## src/rtl/core/sdl_pkg.sv

```systemverilog
// ----------------------------------------------------------------------------
// sdl_pkg
// Shared types, character codes, token kinds and the arrow and keyword
// tables of the sequence diagram lexer.
// ----------------------------------------------------------------------------
package sdl_pkg;

  localparam int LOOKAHEAD_DEPTH_DEF = 6;
  localparam int KEYWORD_MAX_LEN_DEF = 16;
  localparam int OFFSET_BITS_DEF     = 20;

  // decisions need this many characters in the window
  localparam int WINDOW_NEED = 6;

  localparam int FQ_DEPTH = 4;
  localparam int FQ_PTR_W = 2;
  localparam int TQ_DEPTH = 8;
  localparam int TQ_PTR_W = 3;

  localparam logic [19:0] FIELD_MAX = 20'hFFFFF;

  localparam logic [5:0] KIND_EOF     = 6'd0;
  localparam logic [5:0] KIND_NEWLINE = 6'd1;
  localparam logic [5:0] KIND_SEMI    = 6'd2;
  localparam logic [5:0] KIND_ARROW   = 6'd3;
  localparam logic [5:0] KIND_CENTRAL = 6'd4;
  localparam logic [5:0] KIND_PLUS    = 6'd5;
  localparam logic [5:0] KIND_MINUS   = 6'd6;
  localparam logic [5:0] KIND_COLON   = 6'd7;
  localparam logic [5:0] KIND_COMMA   = 6'd8;
  localparam logic [5:0] KIND_INVALID = 6'd9;
  localparam logic [5:0] KIND_WORD    = 6'd10;
  localparam logic [5:0] KIND_KW_BASE = 6'd11;

  localparam logic [15:0] CH_LF     = 16'h000A;
  localparam logic [15:0] CH_CR     = 16'h000D;
  localparam logic [15:0] CH_SEMI   = 16'h003B;
  localparam logic [15:0] CH_HASH   = 16'h0023;
  localparam logic [15:0] CH_PCT    = 16'h0025;
  localparam logic [15:0] CH_LBRACE = 16'h007B;
  localparam logic [15:0] CH_LPAR   = 16'h0028;
  localparam logic [15:0] CH_RPAR   = 16'h0029;
  localparam logic [15:0] CH_PLUS   = 16'h002B;
  localparam logic [15:0] CH_MINUS  = 16'h002D;
  localparam logic [15:0] CH_COLON  = 16'h003A;
  localparam logic [15:0] CH_COMMA  = 16'h002C;
  localparam logic [15:0] CH_EQ     = 16'h003D;

  typedef struct packed {
    logic [15:0] char_code;
    logic        char_valid;
    logic        end_of_source;
  } item_t;

  typedef struct packed {
    logic [5:0]  token_kind;
    logic [19:0] token_start;
    logic [19:0] token_length;
    logic [15:0] token_line;
    logic [15:0] token_column;
    logic        last_token;
  } token_t;

  // classified character
  typedef struct packed {
    logic [15:0] code;
    logic        space;
    logic [7:0]  fold;
  } ch_t;

  typedef struct packed {
    ch_t  ch;
    logic valid;
    logic eos;
  } fq_entry_t;

  typedef struct packed {
    logic      avail;
    fq_entry_t entry;
  } fq_out_t;

  typedef struct packed {
    logic   v0;
    logic   v1;
    token_t t0;
    token_t t1;
  } emit_t;

  typedef logic [WINDOW_NEED-1:0][15:0] win_t;

  localparam int KW_TEXT_LEN = 15;
  typedef logic [KW_TEXT_LEN-1:0][7:0] kw_text_t;

  localparam int ARROW_NUM = 26;

  // right-justified text, first character in the highest used byte
  localparam logic [47:0] ARROW_PAT [ARROW_NUM] = '{
    "<<-->>", "<<->>", "--|\\", "--|/", "/|--", "\\|--", "//--", "\\\\--",
    "--\\\\", "--//", "-|\\", "-|/", "/|-", "\\|-", "//-", "\\\\-",
    "-\\\\", "-//", "-->>", "->>", "--x", "--)", "-->", "-x", "-)", "->"};

  localparam logic [2:0] ARROW_LEN [ARROW_NUM] = '{
    3'd6, 3'd5, 3'd4, 3'd4, 3'd4, 3'd4, 3'd4, 3'd4, 3'd4, 3'd4,
    3'd3, 3'd3, 3'd3, 3'd3, 3'd3, 3'd3, 3'd3, 3'd3, 3'd4, 3'd3,
    3'd3, 3'd3, 3'd3, 3'd2, 3'd2, 3'd2};

  localparam int KW_NUM = 35;

  localparam logic [119:0] KW_TEXT [KW_NUM] = '{
    "sequencediagram", "participant", "actor", "create", "destroy", "as",
    "box", "end", "autonumber", "off", "activate", "deactivate", "note",
    "left", "right", "of", "over", "loop", "rect", "opt", "alt", "else",
    "par", {"par", "_over"}, "and", "critical", "option", "break", "title",
    "acctitle", "accdescr", "links", "link", "properties", "details"};

  localparam logic [3:0] KW_LEN [KW_NUM] = '{
    4'd15, 4'd11, 4'd5, 4'd6, 4'd7, 4'd2, 4'd3, 4'd3, 4'd10, 4'd3,
    4'd8, 4'd10, 4'd4, 4'd4, 4'd5, 4'd2, 4'd4, 4'd4, 4'd4, 4'd3,
    4'd3, 4'd4, 4'd3, 4'd8, 4'd3, 4'd8, 4'd6, 4'd5, 4'd5, 4'd8,
    4'd8, 4'd5, 4'd4, 4'd10, 4'd7};

  function automatic logic is_space(logic [15:0] c);
    return (c >= 16'h0009 && c <= 16'h000D) || c == 16'h0020 || c == 16'h0085 ||
           c == 16'h00A0 || c == 16'h1680 || (c >= 16'h2000 && c <= 16'h200A) ||
           c == 16'h2028 || c == 16'h2029 || c == 16'h202F || c == 16'h205F ||
           c == 16'h3000;
  endfunction

  // length of the first arrow that matches at the window head, 0 for none
  function automatic logic [2:0] arrow_len(win_t w, logic [3:0] cnt);
    logic [2:0] r;
    logic       hit;
    logic [7:0] b;
    r = '0;
    for (int p = ARROW_NUM - 1; p >= 0; p--) begin
      hit = 1'b1;
      for (int i = 0; i < WINDOW_NEED; i++) begin
        if (i < int'(ARROW_LEN[p])) begin
          b = ARROW_PAT[p][8*(int'(ARROW_LEN[p]) - 1 - i) +: 8];
          if (i >= int'(cnt) || w[i] != {8'h00, b}) hit = 1'b0;
        end
      end
      if (hit) r = ARROW_LEN[p];
    end
    return r;
  endfunction

  function automatic logic [5:0] kw_kind(kw_text_t t, logic [19:0] size);
    logic [5:0] r;
    logic       hit;
    r = KIND_WORD;
    for (int k = KW_NUM - 1; k >= 0; k--) begin
      hit = (size == 20'(KW_LEN[k]));
      for (int i = 0; i < KW_TEXT_LEN; i++) begin
        if (i < int'(KW_LEN[k])) begin
          if (t[i] != KW_TEXT[k][8*(int'(KW_LEN[k]) - 1 - i) +: 8]) hit = 1'b0;
        end
      end
      if (hit) r = KIND_KW_BASE + 6'(k);
    end
    return r;
  endfunction

endpackage

```

## src/rtl/core/sequence_diagram_lexer.sv

```systemverilog
// ----------------------------------------------------------------------------
// sequence_diagram_lexer
// Streaming lexer for sequence diagram text: characters in, tokens out.
// ----------------------------------------------------------------------------
// One character item is taken per cycle while the input queue has room;
// the scanner resolves one window decision per cycle and writes up to two
// tokens into an eight-entry token queue, stalling while fewer than two
// entries are free. An end-of-source item drains the characters still in
// the lookahead window (at most five), then closes any open word and writes
// the end-of-file token; all state then returns to reset and a new run starts
// at offset 0. A four-entry input queue decouples intake from the scanner.
module sequence_diagram_lexer #(
  parameter int LOOKAHEAD_DEPTH = sdl_pkg::LOOKAHEAD_DEPTH_DEF,
  parameter int KEYWORD_MAX_LEN = sdl_pkg::KEYWORD_MAX_LEN_DEF,
  parameter int OFFSET_BITS     = sdl_pkg::OFFSET_BITS_DEF
) (
  input  logic             clk,
  input  logic             rst,
  input  logic             push,
  output logic             full,
  input  sdl_pkg::item_t   item,
  output logic             empty,
  input  logic             pop,
  output sdl_pkg::token_t  token
);
  import sdl_pkg::*;

  fq_out_t fq;
  logic    fq_pop;
  logic    room;
  emit_t   em;

  sdl_front u_front (
    .clk    (clk),
    .rst    (rst),
    .push   (push),
    .full   (full),
    .item   (item),
    .fq     (fq),
    .fq_pop (fq_pop)
  );

  sdl_back #(
    .LOOKAHEAD_DEPTH (LOOKAHEAD_DEPTH),
    .KEYWORD_MAX_LEN (KEYWORD_MAX_LEN),
    .OFFSET_BITS     (OFFSET_BITS)
  ) u_back (
    .clk    (clk),
    .rst    (rst),
    .fq     (fq),
    .fq_pop (fq_pop),
    .room   (room),
    .emit   (em)
  );

  sdl_tokq u_tokq (
    .clk   (clk),
    .rst   (rst),
    .em    (em),
    .room  (room),
    .empty (empty),
    .pop   (pop),
    .token (token)
  );

endmodule

```

## src/rtl/core/sdl_front.sv

```systemverilog
// ----------------------------------------------------------------------------
// sdl_front
// Input side: accepts items, classifies the character and queues the result
// for the scanner.
// ----------------------------------------------------------------------------
module sdl_front (
  input  logic              clk,
  input  logic              rst,
  input  logic              push,
  output logic              full,
  input  sdl_pkg::item_t    item,
  output sdl_pkg::fq_out_t  fq,
  input  logic              fq_pop
);
  import sdl_pkg::*;

  localparam int CNT_W = $clog2(FQ_DEPTH + 1);

  fq_entry_t            mem [FQ_DEPTH];
  logic [FQ_PTR_W-1:0]  rd_ptr;
  logic [FQ_PTR_W-1:0]  wr_ptr;
  logic [CNT_W-1:0]     count;
  fq_entry_t            cls;
  logic                 do_push;
  logic                 do_pop;

  always_comb begin
    cls.ch.code  = item.char_code;
    cls.ch.space = is_space(item.char_code);
    if (item.char_code >= 16'h0041 && item.char_code <= 16'h005A) begin
      cls.ch.fold = item.char_code[7:0] + 8'd32;
    end else if (item.char_code < 16'h0080) begin
      cls.ch.fold = item.char_code[7:0];
    end else begin
      cls.ch.fold = 8'h00;
    end
    cls.valid = item.char_valid;
    cls.eos   = item.end_of_source;
  end

  assign full     = (count == CNT_W'(FQ_DEPTH));
  assign do_push  = push && !full;
  assign do_pop   = fq_pop && (count != '0);
  assign fq.avail = (count != '0);
  assign fq.entry = mem[rd_ptr];

  always_ff @(posedge clk) begin
    if (do_push) begin
      mem[wr_ptr] <= cls;
    end
  end

  always_ff @(posedge clk) begin
    if (rst) begin
      rd_ptr <= '0;
      wr_ptr <= '0;
      count  <= '0;
    end else begin
      if (do_push) wr_ptr <= wr_ptr + 1'b1;
      if (do_pop) rd_ptr <= rd_ptr + 1'b1;
      count <= count + CNT_W'(do_push) - CNT_W'(do_pop);
    end
  end

endmodule

```

## src/rtl/core/sdl_tokq.sv

```systemverilog
// ----------------------------------------------------------------------------
// sdl_tokq
// Token queue: takes up to two tokens a cycle from the scanner and hands
// them out one at a time.
// ----------------------------------------------------------------------------
module sdl_tokq (
  input  logic             clk,
  input  logic             rst,
  input  sdl_pkg::emit_t   em,
  output logic             room,
  output logic             empty,
  input  logic             pop,
  output sdl_pkg::token_t  token
);
  import sdl_pkg::*;

  localparam int CNT_W = $clog2(TQ_DEPTH + 1);

  token_t               mem [TQ_DEPTH];
  logic [TQ_PTR_W-1:0]  rd_ptr;
  logic [TQ_PTR_W-1:0]  wr_ptr;
  logic [CNT_W-1:0]     count;
  logic                 do_pop;
  logic [1:0]           n_push;

  assign empty  = (count == '0);
  assign room   = (count <= CNT_W'(TQ_DEPTH - 2));
  assign token  = mem[rd_ptr];
  assign do_pop = pop && !empty;
  assign n_push = 2'(em.v0) + 2'(em.v1);

  always_ff @(posedge clk) begin
    if (em.v0) mem[wr_ptr] <= em.t0;
    if (em.v1) mem[wr_ptr + 1'b1] <= em.t1;
  end

  always_ff @(posedge clk) begin
    if (rst) begin
      rd_ptr <= '0;
      wr_ptr <= '0;
      count  <= '0;
    end else begin
      wr_ptr <= wr_ptr + TQ_PTR_W'(n_push);
      if (do_pop) rd_ptr <= rd_ptr + 1'b1;
      count <= count + CNT_W'(n_push) - CNT_W'(do_pop);
    end
  end

endmodule

```

## src/rtl/core/sdl_back.sv

```systemverilog
// ----------------------------------------------------------------------------
// sdl_back
// Scanner: holds the lookahead window and word state, takes one window
// decision per cycle while the token queue has room, emits up to two tokens.
// ----------------------------------------------------------------------------
module sdl_back #(
  parameter int LOOKAHEAD_DEPTH = sdl_pkg::LOOKAHEAD_DEPTH_DEF,
  parameter int KEYWORD_MAX_LEN = sdl_pkg::KEYWORD_MAX_LEN_DEF,
  parameter int OFFSET_BITS     = sdl_pkg::OFFSET_BITS_DEF
) (
  input  logic              clk,
  input  logic              rst,
  input  sdl_pkg::fq_out_t  fq,
  output logic              fq_pop,
  input  logic              room,
  output sdl_pkg::emit_t    emit
);
  import sdl_pkg::*;

  localparam int CNT_W  = $clog2(LOOKAHEAD_DEPTH + 1);
  localparam int PIDX_W = $clog2(KEYWORD_MAX_LEN);
  localparam int CAP_W  = (OFFSET_BITS > 20) ? OFFSET_BITS : 20;

  localparam logic [1:0] MODE_IDLE    = 2'd0;
  localparam logic [1:0] MODE_WORD    = 2'd1;
  localparam logic [1:0] MODE_COMMENT = 2'd2;

  localparam logic PH_RUN   = 1'b0;
  localparam logic PH_DRAIN = 1'b1;

  ch_t                    win [LOOKAHEAD_DEPTH];
  logic [7:0]             prefix [KEYWORD_MAX_LEN];
  logic [CNT_W-1:0]       cnt;
  logic [1:0]             mode;
  logic                   phase;
  logic [OFFSET_BITS-1:0] wstart_off;
  logic [15:0]            wstart_col;
  logic [19:0]            wsize;
  logic [OFFSET_BITS-1:0] cur_off;
  logic [15:0]            cur_line;
  logic [15:0]            cur_col;

  ch_t                    wc [LOOKAHEAD_DEPTH];
  ch_t                    win_next [LOOKAHEAD_DEPTH];
  logic [CNT_W-1:0]       cnt_eff;
  logic                   step_run;
  logic                   app;
  logic                   eos_in;
  logic                   do_dec;
  logic                   finish;
  win_t                   wcode;
  kw_text_t               kw_text;
  ch_t                    c;
  logic [15:0]            c1;
  logic                   has1;
  logic [2:0]             n_arrow;
  logic                   central;
  logic                   brk;
  logic                   word_emit;
  logic                   tok;
  logic [5:0]             tok_kind;
  logic [2:0]             tok_len;
  logic [2:0]             n_use;
  logic                   start_word;
  logic                   add;
  logic [1:0]             mode_next;
  logic                   lf_last;
  token_t                 word_tok;
  token_t                 take_tok;
  token_t                 eof_tok;

  function automatic logic [19:0] cap_off(logic [OFFSET_BITS-1:0] v);
    logic [CAP_W-1:0] e;
    e = CAP_W'(v);
    return (e > CAP_W'(FIELD_MAX)) ? FIELD_MAX : e[19:0];
  endfunction

  assign step_run = (phase == PH_RUN) && fq.avail && room;
  assign fq_pop   = step_run;
  assign app      = step_run && fq.entry.valid;
  assign eos_in   = step_run && fq.entry.eos;
  assign cnt_eff  = cnt + CNT_W'(app);
  assign do_dec   = (phase == PH_RUN) ? (app && cnt_eff >= CNT_W'(WINDOW_NEED))
                                      : (room && cnt != '0);
  assign finish   = (phase == PH_DRAIN) && room && (cnt == '0);

  always_comb begin
    for (int i = 0; i < LOOKAHEAD_DEPTH; i++) begin
      wc[i] = (app && i == int'(cnt)) ? fq.entry.ch : win[i];
    end
    for (int i = 0; i < WINDOW_NEED; i++) begin
      wcode[i] = wc[i].code;
    end
    for (int i = 0; i < KW_TEXT_LEN; i++) begin
      kw_text[i] = prefix[i];
    end
  end

  assign c       = wc[0];
  assign c1      = wc[1].code;
  assign has1    = (cnt_eff >= CNT_W'(2));
  assign n_arrow = arrow_len(wcode, 4'(cnt_eff));
  assign central = has1 && c.code == CH_LPAR && c1 == CH_RPAR;
  assign brk     = c.space || c.code == CH_SEMI || c.code == CH_COLON ||
                   c.code == CH_COMMA || c.code == CH_PLUS || c.code == CH_MINUS ||
                   c.code == CH_EQ || n_arrow != '0 || central;

  // window decision
  always_comb begin
    logic idle;
    idle       = 1'b0;
    word_emit  = 1'b0;
    tok        = 1'b0;
    tok_kind   = KIND_INVALID;
    tok_len    = 3'd1;
    n_use      = 3'd0;
    start_word = 1'b0;
    add        = 1'b0;
    mode_next  = mode;
    case (mode)
      MODE_WORD: begin
        if (brk) begin
          word_emit = 1'b1;
          idle      = 1'b1;
        end else begin
          add = 1'b1;
        end
      end
      MODE_COMMENT: begin
        if (c.code == CH_LF || c.code == CH_CR) idle = 1'b1;
        else n_use = 3'd1;
      end
      default: idle = 1'b1;
    endcase
    if (idle) begin
      mode_next = MODE_IDLE;
      if (c.code == CH_CR) begin
        tok = 1'b1; tok_kind = KIND_NEWLINE;
        tok_len = (has1 && c1 == CH_LF) ? 3'd2 : 3'd1;
      end else if (c.code == CH_LF) begin
        tok = 1'b1; tok_kind = KIND_NEWLINE;
      end else if (c.code == CH_SEMI) begin
        tok = 1'b1; tok_kind = KIND_SEMI;
      end else if (c.space) begin
        n_use = 3'd1;
      end else if (c.code == CH_HASH || (c.code == CH_PCT && !(has1 && c1 == CH_LBRACE))) begin
        n_use     = 3'd1;
        mode_next = MODE_COMMENT;
      end else if (n_arrow != '0) begin
        tok = 1'b1; tok_kind = KIND_ARROW; tok_len = n_arrow;
      end else if (central) begin
        tok = 1'b1; tok_kind = KIND_CENTRAL; tok_len = 3'd2;
      end else if (c.code == CH_PLUS) begin
        tok = 1'b1; tok_kind = KIND_PLUS;
      end else if (c.code == CH_MINUS) begin
        tok = 1'b1; tok_kind = KIND_MINUS;
      end else if (c.code == CH_COLON) begin
        tok = 1'b1; tok_kind = KIND_COLON;
      end else if (c.code == CH_COMMA) begin
        tok = 1'b1; tok_kind = KIND_COMMA;
      end else if (c.code == CH_EQ) begin
        tok = 1'b1; tok_kind = KIND_INVALID;
      end else begin
        start_word = 1'b1;
        add        = 1'b1;
        mode_next  = MODE_WORD;
      end
    end
    if (tok) n_use = tok_len;
    if (add) n_use = 3'd1;
  end

  always_comb begin
    word_tok.token_kind   = kw_kind(kw_text, wsize);
    word_tok.token_start  = cap_off(wstart_off);
    word_tok.token_length = wsize;
    word_tok.token_line   = cur_line;
    word_tok.token_column = wstart_col;
    word_tok.last_token   = 1'b0;

    take_tok.token_kind   = tok_kind;
    take_tok.token_start  = cap_off(cur_off);
    take_tok.token_length = 20'(tok_len);
    take_tok.token_line   = cur_line;
    take_tok.token_column = cur_col;
    take_tok.last_token   = 1'b0;

    eof_tok.token_kind    = KIND_EOF;
    eof_tok.token_start   = cap_off(cur_off);
    eof_tok.token_length  = '0;
    eof_tok.token_line    = cur_line;
    eof_tok.token_column  = cur_col;
    eof_tok.last_token    = 1'b1;

    emit.v0 = 1'b0;
    emit.v1 = 1'b0;
    emit.t0 = take_tok;
    emit.t1 = take_tok;
    if (do_dec) begin
      if (word_emit) begin
        emit.v0 = 1'b1;
        emit.v1 = tok;
        emit.t0 = word_tok;
      end else begin
        emit.v0 = tok;
      end
    end else if (finish) begin
      emit.v0 = 1'b1;
      if (mode == MODE_WORD) begin
        emit.v1 = 1'b1;
        emit.t0 = word_tok;
        emit.t1 = eof_tok;
      end else begin
        emit.t0 = eof_tok;
      end
    end
  end

  // shift out the consumed characters
  always_comb begin
    logic [2:0] n;
    n = do_dec ? n_use : 3'd0;
    for (int i = 0; i < LOOKAHEAD_DEPTH; i++) begin
      if (i + int'(n) < LOOKAHEAD_DEPTH) win_next[i] = wc[i + int'(n)];
      else win_next[i] = wc[i];
    end
    lf_last = 1'b0;
    for (int i = 0; i < WINDOW_NEED; i++) begin
      if (i + 1 == int'(n_use) && wcode[i] == CH_LF) lf_last = 1'b1;
    end
  end

  always_ff @(posedge clk) begin
    for (int i = 0; i < LOOKAHEAD_DEPTH; i++) begin
      win[i] <= win_next[i];
    end
    if (do_dec && add) begin
      if (start_word) begin
        prefix[0] <= c.fold;
      end else if (wsize < 20'(KEYWORD_MAX_LEN)) begin
        prefix[wsize[PIDX_W-1:0]] <= c.fold;
      end
    end
  end

  always_ff @(posedge clk) begin
    logic [16:0]            col_sum;
    logic [OFFSET_BITS:0]   off_sum;
    if (rst || finish) begin
      cnt        <= '0;
      mode       <= MODE_IDLE;
      phase      <= PH_RUN;
      wstart_off <= '0;
      wstart_col <= '0;
      wsize      <= '0;
      cur_off    <= '0;
      cur_line   <= '0;
      cur_col    <= '0;
    end else begin
      col_sum = {1'b0, cur_col} + 17'(n_use);
      off_sum = {1'b0, cur_off} + (OFFSET_BITS + 1)'(n_use);
      if (eos_in) phase <= PH_DRAIN;
      if (do_dec) begin
        cnt  <= cnt_eff - CNT_W'(n_use);
        mode <= mode_next;
        if (start_word) begin
          wstart_off <= cur_off;
          wstart_col <= cur_col;
          wsize      <= 20'd1;
        end else if (add && wsize != FIELD_MAX) begin
          wsize <= wsize + 20'd1;
        end
        if (lf_last) begin
          if (cur_line != 16'hFFFF) cur_line <= cur_line + 16'd1;
          cur_col <= '0;
        end else begin
          cur_col <= col_sum[16] ? 16'hFFFF : col_sum[15:0];
        end
        cur_off <= off_sum[OFFSET_BITS] ? '1 : off_sum[OFFSET_BITS-1:0];
      end else begin
        cnt <= cnt_eff;
      end
    end
  end

  a_run_window_short: assert property (@(posedge clk) disable iff (rst)
    phase == PH_RUN |-> cnt < CNT_W'(WINDOW_NEED))
    else $error("window holds a full decision's worth while running");

  a_second_needs_first: assert property (@(posedge clk) disable iff (rst)
    emit.v1 |-> emit.v0)
    else $error("second token without first");

  a_emit_needs_room: assert property (@(posedge clk) disable iff (rst)
    (emit.v0 || emit.v1) |-> room)
    else $error("token emitted without queue room");

  a_finish_clears: assert property (@(posedge clk) disable iff (rst)
    finish |=> (cnt == '0 && mode == MODE_IDLE && phase == PH_RUN && cur_off == '0))
    else $error("state not cleared after end of file");

endmodule
```

## config.mk

```make
export PLATFORM = sky130hd
export DESIGN_NAME = sequence_diagram_lexer
export DESIGN_NICKNAME = d
export VERILOG_FILES = /design/src/rtl/core/sdl_pkg.sv /design/src/rtl/core/sequence_diagram_lexer.sv /design/src/rtl/core/sdl_front.sv /design/src/rtl/core/sdl_tokq.sv /design/src/rtl/core/sdl_back.sv
export SDC_FILE = /design/constraint.sdc
export NUM_CORES = 2
export LEC_CHECK = 0
export BUFFER_PORTS_ARGS = -buffer_cell sky130_fd_sc_hd__buf_2
export CAP_MARGIN = 20
export CORE_UTILIZATION = 52
export CTS_BUF_LIST = sky130_fd_sc_hd__clkbuf_8
export DETAILED_ROUTE_END_ITERATION = 12
export PLACE_DENSITY = 0.71
export SLEW_MARGIN = 20
export SYNTH_ARGS = -nofsm -noshare
export SYNTH_HDL_FRONTEND = slang
export SYNTH_SLANG_ARGS = --single-unit
```

## constraint.sdc

```tcl
create_clock -name clk -period 7.78 [get_ports clk]
set_input_delay 2.334 -clock clk [delete_from_list [all_inputs] [get_ports clk]]
set_output_delay 2.334 -clock clk [all_outputs]
set_load 0.02 [all_outputs]
```

== Word level (Yosys, flattened, before mapping) ==
Memory sizes are Yosys's and may differ from the RTL's. A register that Yosys moved wholly into a read port is not among the register bits.
Index checks and enable logic that the tools add are counted.

* Input bits: 22
* Output and inout port bits: 81
* Logic and storage cells: 817
* Register bits: 131
* Bits in writable memories: 1018
* Memories: 4

* Magnitude comparators: 31
* Bitwise logic cells: 7
* Add/subtract/negate cells: 22
* Eq/ne operators: 184
* Reduce and logical (&&, ||, !) cells: 94
* Muxes and demuxes: 460

{| class="wikitable"
|+ Memories
! name !! depth !! width !! read ports !! clocked after memory_dff !! write ports !! line !! RTL
|-
| u_tokq.mem || 8 || 79 || 1 || 1 || 2 || sdl_tokq.sv:19 || <nowiki>token_t mem [TQ_DEPTH];</nowiki>
|-
| u_back.win || 6 || 25 || 6 || 0 || 6 || sdl_back.sv:31 || <nowiki>ch_t win [LOOKAHEAD_DEPTH];</nowiki>
|-
| u_back.prefix || 16 || 8 || 15 || 0 || 1 || sdl_back.sv:32 || <nowiki>logic [7:0] prefix [KEYWORD_MAX_LEN];</nowiki>
|-
| u_front.mem || 4 || 27 || 1 || 1 || 1 || sdl_front.sv:19 || <nowiki>fq_entry_t mem [FQ_DEPTH];</nowiki>
|}

{| class="wikitable"
|+ Operators by type and width
! cell !! count
|-
| != test 8 x 7 -> 1 bit (second input constant) || 106
|-
| 2-to-1 mux 25 bit || 24
|-
| binary-select mux 25 bit (select 3 bit) || 6
|-
| 2-to-1 mux 1 bit || 305
|-
| 2-to-1 mux 6 bit || 46
|-
| != test 16 x 6 -> 1 bit (second input constant) || 17
|-
| 2-to-1 mux 79 bit || 3
|-
| greater-or-equal comparator 32 x 4 -> 1 bit (second input constant) || 6
|-
| equality test 16 x 6 -> 1 bit (second input constant) || 11
|-
| < comparator 32 x 4 -> 1 bit (second input constant) || 5
|-
| 2-to-1 mux 160 bit || 1
|-
| NOT 32 bit || 5
|-
| != test 16 x 7 -> 1 bit (second input constant) || 8
|-
| 2-to-1 mux 3 bit || 39
|-
| equality test 16 x 4 -> 1 bit (second input constant) || 7
|-
| 2-to-1 mux 20 bit || 5
|-
| 2-to-1 mux 81 bit || 1
|-
| equality test 16 x 14 -> 1 bit (second input constant) || 5
|-
| equality test 20 x 3 -> 1 bit (second input constant) || 4
|-
| equality test 20 x 4 -> 1 bit (second input constant) || 4
|-
| 2-to-1 mux 80 bit || 1
|-
| logical OR 1 bit || 46
|-
| 2-to-1 mux 2 bit || 22
|-
| equality test 20 x 2 -> 1 bit (second input constant) || 2
|-
| other kinds (58) || 119
|}

== Longest topological paths before layout ==
* Depth in word-level cells: 64
* Gate-level depth with buffers: 32
* Gate-level depth less buffers: 30

== Hierarchy ==
From an unflattened synthesis, not the netlist that was laid out.

* Cells, all modules: 4811
* Area, all modules: 60748.3 um2

{| class="wikitable"
|+ Modules (own cells, without submodules)
! module !! cells an instance !! times used !! seq. area each (um2) !! area an instance (um2)
|-
| sdl_tokq || 1706 || 1 || 19238.5 || 31920.6
|-
| sdl_back || 2857 || 1 || 8888.5 || 24070.6
|-
| sdl_front || 248 || 1 || 3423.3 || 4757.1
|}

== Worst setup path after synthesis ==
No wires, ideal clock.

* Path kind: register to register
* Start: register with a tool-made name
* End: memory u_tokq.mem[6][0] in the netlist's numbering, enable pin
* Path slack: 0.471 ns
* Library setup time: 0.445 ns
* Arrival time: 6.865 ns
* Clock period less this slack: 7.309 ns
* Required time: 7.335 ns
* Stages on the path, launching flop included: 23
* Buffers on the path: 6
* Path through: dfxtp_1 -> buf_6 -> mux4_2 -> buf_2 -> buf_1 -> and2_1 -> ha_1 -> ha_1 -> xor2_1 -> clkbuf_1 -> a21oi_1 -> a21o_1 -> or4b_4 -> or3_4 -> o2111a_2 -> a41oi_2 -> nor2_1 -> o31a_1 -> or3_1 -> or2_0 -> buf_2 -> nand2_1 -> clkbuf_1

{| class="wikitable"
|+ RTL lines
! item !! line
|-
| end, declared || sdl_tokq.sv:19
|}

== Final worst setup path ==
* Start: register u_tokq.count[3]
* End: register u_back.cur_off[4]

* Longest elaborated chain between the ends: 56
* Elaborated cells on any way between the ends: 235
* Those cells by class: add/sub (2); order compare (9); eq/ne (39); mux (130); reduce/logical (55)

{| class="wikitable"
|+ RTL lines
! item !! line !! RTL
|-
| start, declared || sdl_tokq.sv:22 || <nowiki>logic [CNT_W-1:0] count;</nowiki>
|-
| start signal, assigned || sdl_tokq.sv:45 || <nowiki>count <= count + CNT_W'(n_push) - CNT_W'(do_pop);</nowiki>
|-
| <= comparator 4 x 3 -> 1 bit (*) || sdl_tokq.sv:27 || <nowiki>assign room = (count <= CNT_W'(TQ_DEPTH - 2));</nowiki>
|-
| parallel branches: the longest is 55 deep, another holds adder 3 x 1 -> 3 bit || -- ||
|-
| end signal, assigned || sdl_back.sv:279 || <nowiki>cur_off <= off_sum[OFFSET_BITS] ? '1 : off_sum[OFFSET_BITS-1:0];</nowiki>
|-
| end, declared || sdl_back.sv:39 || <nowiki>logic [OFFSET_BITS-1:0] cur_off;</nowiki>
|}

Every way passes the cells marked *.
A chain may end at the register's enable or synchronous reset.

==> summary.md <==
| Metric | Value |
|---|---|
| Run status | finished, final reports clean |
| Post-synthesis register bit count | 1,146 |
| Hold path depth | 2 |
| Hold-fix buffers, CTS | 0 |
| CP max FO | 12 |
| Final WL | 183,000 um |
| Fmax | 136 MHz |
| Antenna viol nets, final | 0 |
| Worst Max-Slew Pin Slew | 1230 ps |
| Syn_area_per_cell | 10.8 sq um |
| Num CTS Buffers | 185 |
| R2R Path End | u_back.cur_off[4] |
| Remaining Overflow, GRT | 0 |
| Final setup vio count | 0 |
| GRT Overall Usage | 31.9% |
| CTS tree | done |
| Placed Instances | 6,637 |
| I/O Pins | 103 |
| Met3 usage | 6.01% |
| Nets | 5,401 |
| Initial antenna violation count | 3 |
| Hold Slack | 456 ps |
| Clk pwr share | 26.0% |
| CTS Buffer Depth | 3 |
| CP Capture Type | flip-flop |
| Sw frac | 38.0% |
| Max H-tree Level | 4 |
| Global-route met2 utilization | 51.3% |
| Initial Utilization | 52.5% |
| Post-Layout Cell Count | 6,976 |
| Crit start category | flip-flop |
| Setup Slack @ Placement | 453 ps |
| Sequential share of power | 38.9% |
| Die ar. | 113,000 sq um |
| Clock Sinks | 1,146 |
| Port bufs | 102 |
| Critical path's most frequent cell | ha_1 |
| Worst EP required | 8570 ps |
| Area leader, netlist | edfxtp_1 |
| First-pass GRT wire length | 274,000 um |
| Total vias in the final route | 45,800 |
| Setup crit end | u_back.cur_off[4] |
| Residual DRC | 0 |
| Pwr Density | 313 nW/um^2 |
| Synth top area share | 36.6% |
| Max incr delay on CP | 640 ps |
| Top post-synthesis cells by area | edfxtp_1 37%, dfxtp_1 15%, mux4_2 7.3%, a22o_1 4.4%, nand2_1 3.2% |
| Combinational power share | 35.0% |
| Reg2reg path depth | 29 |
| Largest net degree at the start of global routing | 152 |
| Synthesized cell area | 58,100 sq um |
| Pre-Repair DR Iteration Count | 6 |
| CP Class | reg2reg |
| Clock latency on the worst-skew pair | 920 ps |
| Chip Width | 336 um |
| Area growth from synthesis to layout | 9.73% |
| Sequential fraction of the synthesis area | 51.7% |
| Worst-path clk slew | 60 ps |
| Most common cell after layout, fill and taps aside | edfxtp_1 |
| Rel. slew slack | 18.2% |
| 1st-iter DRT viols | 5,113 |
| Netlist cell types | 117 |
| Vias in the first global route | 44,000 |
| Crit. Startpoint | u_tokq.count[3] |
| DP HPWL | 119,000 um |
| Post-synth EDFFs | 708 |
| Fin crit period | 7330 ps |
| Core ar. | 111,000 sq um |
| P_int | 12.4 mW |
| Critical Path AT | 8110 ps |
| P_sw | 7.57 mW |
| Die height | 336 um |
| Worst Skew | 79.6 ps |
| Worst reg2reg setup slack | 450 ps |
| FF-to-FF Start | u_tokq.count[3] |
| FFs w/ async S/R, synth | 0% |
| Met1 usage | 42.1% |
| GP Congestion | 1.02 |
| GR peak layer | met2 |
| Share of cells above drive strength 1 | 16.2% |
| Finished Cell Area | 63,700 sq um |
| Most frequent cells in the layout | 708 x edfxtp_1, 493 x nand2_1, 447 x nor2_1, 434 x dfxtp_1, 324 x a21oi_1 |
| Syn. warnings | 0 |
| # Max-Cap Violations | 0 |
| Root buffer cell | clkbuf_8 |
| Slew Viols, Final | 0 |
| Final hold violations | 0 |
| WL/cell | 26.2 um |
| Critical Path Slowest Stage Cell | a2111oi_0 |
| Placed cell area | 60,000 sq um |
| Slack of the critical path | 454 ps |
| Tcrit/Tclk final | 94.2% |
| Via/cell ratio | 6.56 |
| Final core occ | 57.6% |
| Leakage | 21.5 nW |
| Max rail drop VDD | 0.278 mV |
| Post-synth net total | 5,419 |
| Row cnt | 122 |
| Cells after synthesis | 5,354 |
| Main synth FF type | edfxtp_1 |
| Hold Path Class | reg2reg |
==> power groups by stage <==
stage	combinational (mW)	clock (mW)	sequential, mW
final	6.98	5.19	7.76
after global routing	7.43	5.51	7.81
after CTS	6.85	5.26	7.74
after detailed placement	6.82	0	7.87
after global placement	6.75	0	7.85
after floorplan	4.82	0	7.54
==> kinds of logic after synthesis <==
group | count (synthesis) | share of synthesized area (%)
DFF | 1146 | 51.7
xor gates and xnor gates | 46 | 0.694
AOI/OAI and AO/OA | 1282 | 15.3
muxes | 404 | 11.2
and+or+nand+nor | 1890 | 16.2
buffers and inverters | 543 | 3.84
adders and majority gates | 43 | 1.00
==> flip-flops by register name, indices dropped and copies added, names as in the netlist, 20 cells and up, named ones only <==
name	cells
u_back.cur_off	20
u_back.prefix	120
u_back.win	150
u_back.wsize	20
u_back.wstart_off	20
u_front.mem	108
u_tokq.mem	632
==> layout make-up <==
class	count	area, sq um
Inverter	95	358
Antenna cell	3	7.51
Sequential cell	1146	30000
Clock inverter	124	763
Clock buffer	212	2920
Tap cell	1488	1860
Timing Repair Buffer	243	1720
Fill cell	9297	47000
Multi-Input combinational cell	3665	26100
==> what timing repair did <==
item                                    CTS  global route
gates resized for setup                   0             2
endpoints found under the setup margin    0            13
hold endpoints to repair                  0             0
buffers inserted                          0             0
==> worst max-delay path, delay by kind of cell, from the launching register on <==
| kind | cells | cell delay (ps) |
|---|---|---|
| DFF | 1 | 330 |
| xor gates and xnor gates | 1 | 320 |
| buffers and inverters | 4 | 710 |
| adders and majority gates | 5 | 1060 |
| and+or+nand+nor | 11 | 2320 |
| AOI/OAI and AO/OA | 8 | 2470 |
==> through the flow <==
stage               power, mW  setup TNS, ps
finish                   19.9              0
global route             20.8         -0.265
CTS                      19.9              0
detailed placement       14.7              0
global placement         14.6              0
floorplan                12.4              0
==> synthesized netlist by cell type (13+ instances only) <==
| cell | count |
|---|---|
| edfxtp_1 | 708 |
| nand2_1 | 499 |
| nor2_1 | 456 |
| dfxtp_1 | 438 |
| a21oi_1 | 324 |
| a22o_1 | 289 |
| clkbuf_1 | 262 |
| nand3_1 | 226 |
| mux4_2 | 188 |
| o21ai_0 | 188 |
| and2_1 | 145 |
| mux2i_1 | 116 |
| mux2_2 | 98 |
| nor3_1 | 98 |
| buf_1 | 91 |
| inv_1 | 90 |
| buf_2 | 76 |
| nand4_1 | 72 |
| o22ai_1 | 67 |
| nor4_1 | 55 |
| o21ai_1 | 50 |
| or3_1 | 46 |
| a31oi_1 | 42 |
| nand2b_1 | 38 |
| ha_1 | 37 |
| nor2b_1 | 36 |
| and3_1 | 34 |
| a211oi_1 | 33 |
| o211ai_1 | 30 |
| xor2_1 | 26 |
| a21o_1 | 22 |
| nand4b_1 | 22 |
| xnor2_1 | 20 |
| nor3b_1 | 19 |
| or4_1 | 19 |
| o21a_1 | 18 |
| o221ai_1 | 17 |
| a221oi_1 | 16 |
| a22oi_1 | 16 |
| nand3b_1 | 16 |
| nor4bb_1 | 16 |
| or2_2 | 14 |
| nor4b_1 | 13 |
==> how the worst min path moves through the flow <==
stage,start,slack [ps],end
finish,u_tokq.mem[0][78],460,u_tokq.mem[0][78]
detailed placement,u_tokq.mem[0][78],450,u_tokq.mem[0][78]
global placement,u_tokq.mem[0][78],440,u_tokq.mem[0][78]
global route,u_tokq.mem[0][46],480,u_tokq.mem[0][46]
CTS,u_tokq.mem[0][78],450,u_tokq.mem[0][78]
floorplan,u_tokq.mem[6][78],430,u_tokq.mem[6][78]
==> layer usage <==
layer	share of wire [%]	wire length (um)
met1	40	72400
met2	47	85900
met3	9.3	17000
met4	4.2	7660
met5	0	0
(Power assumes the default switching activity.)
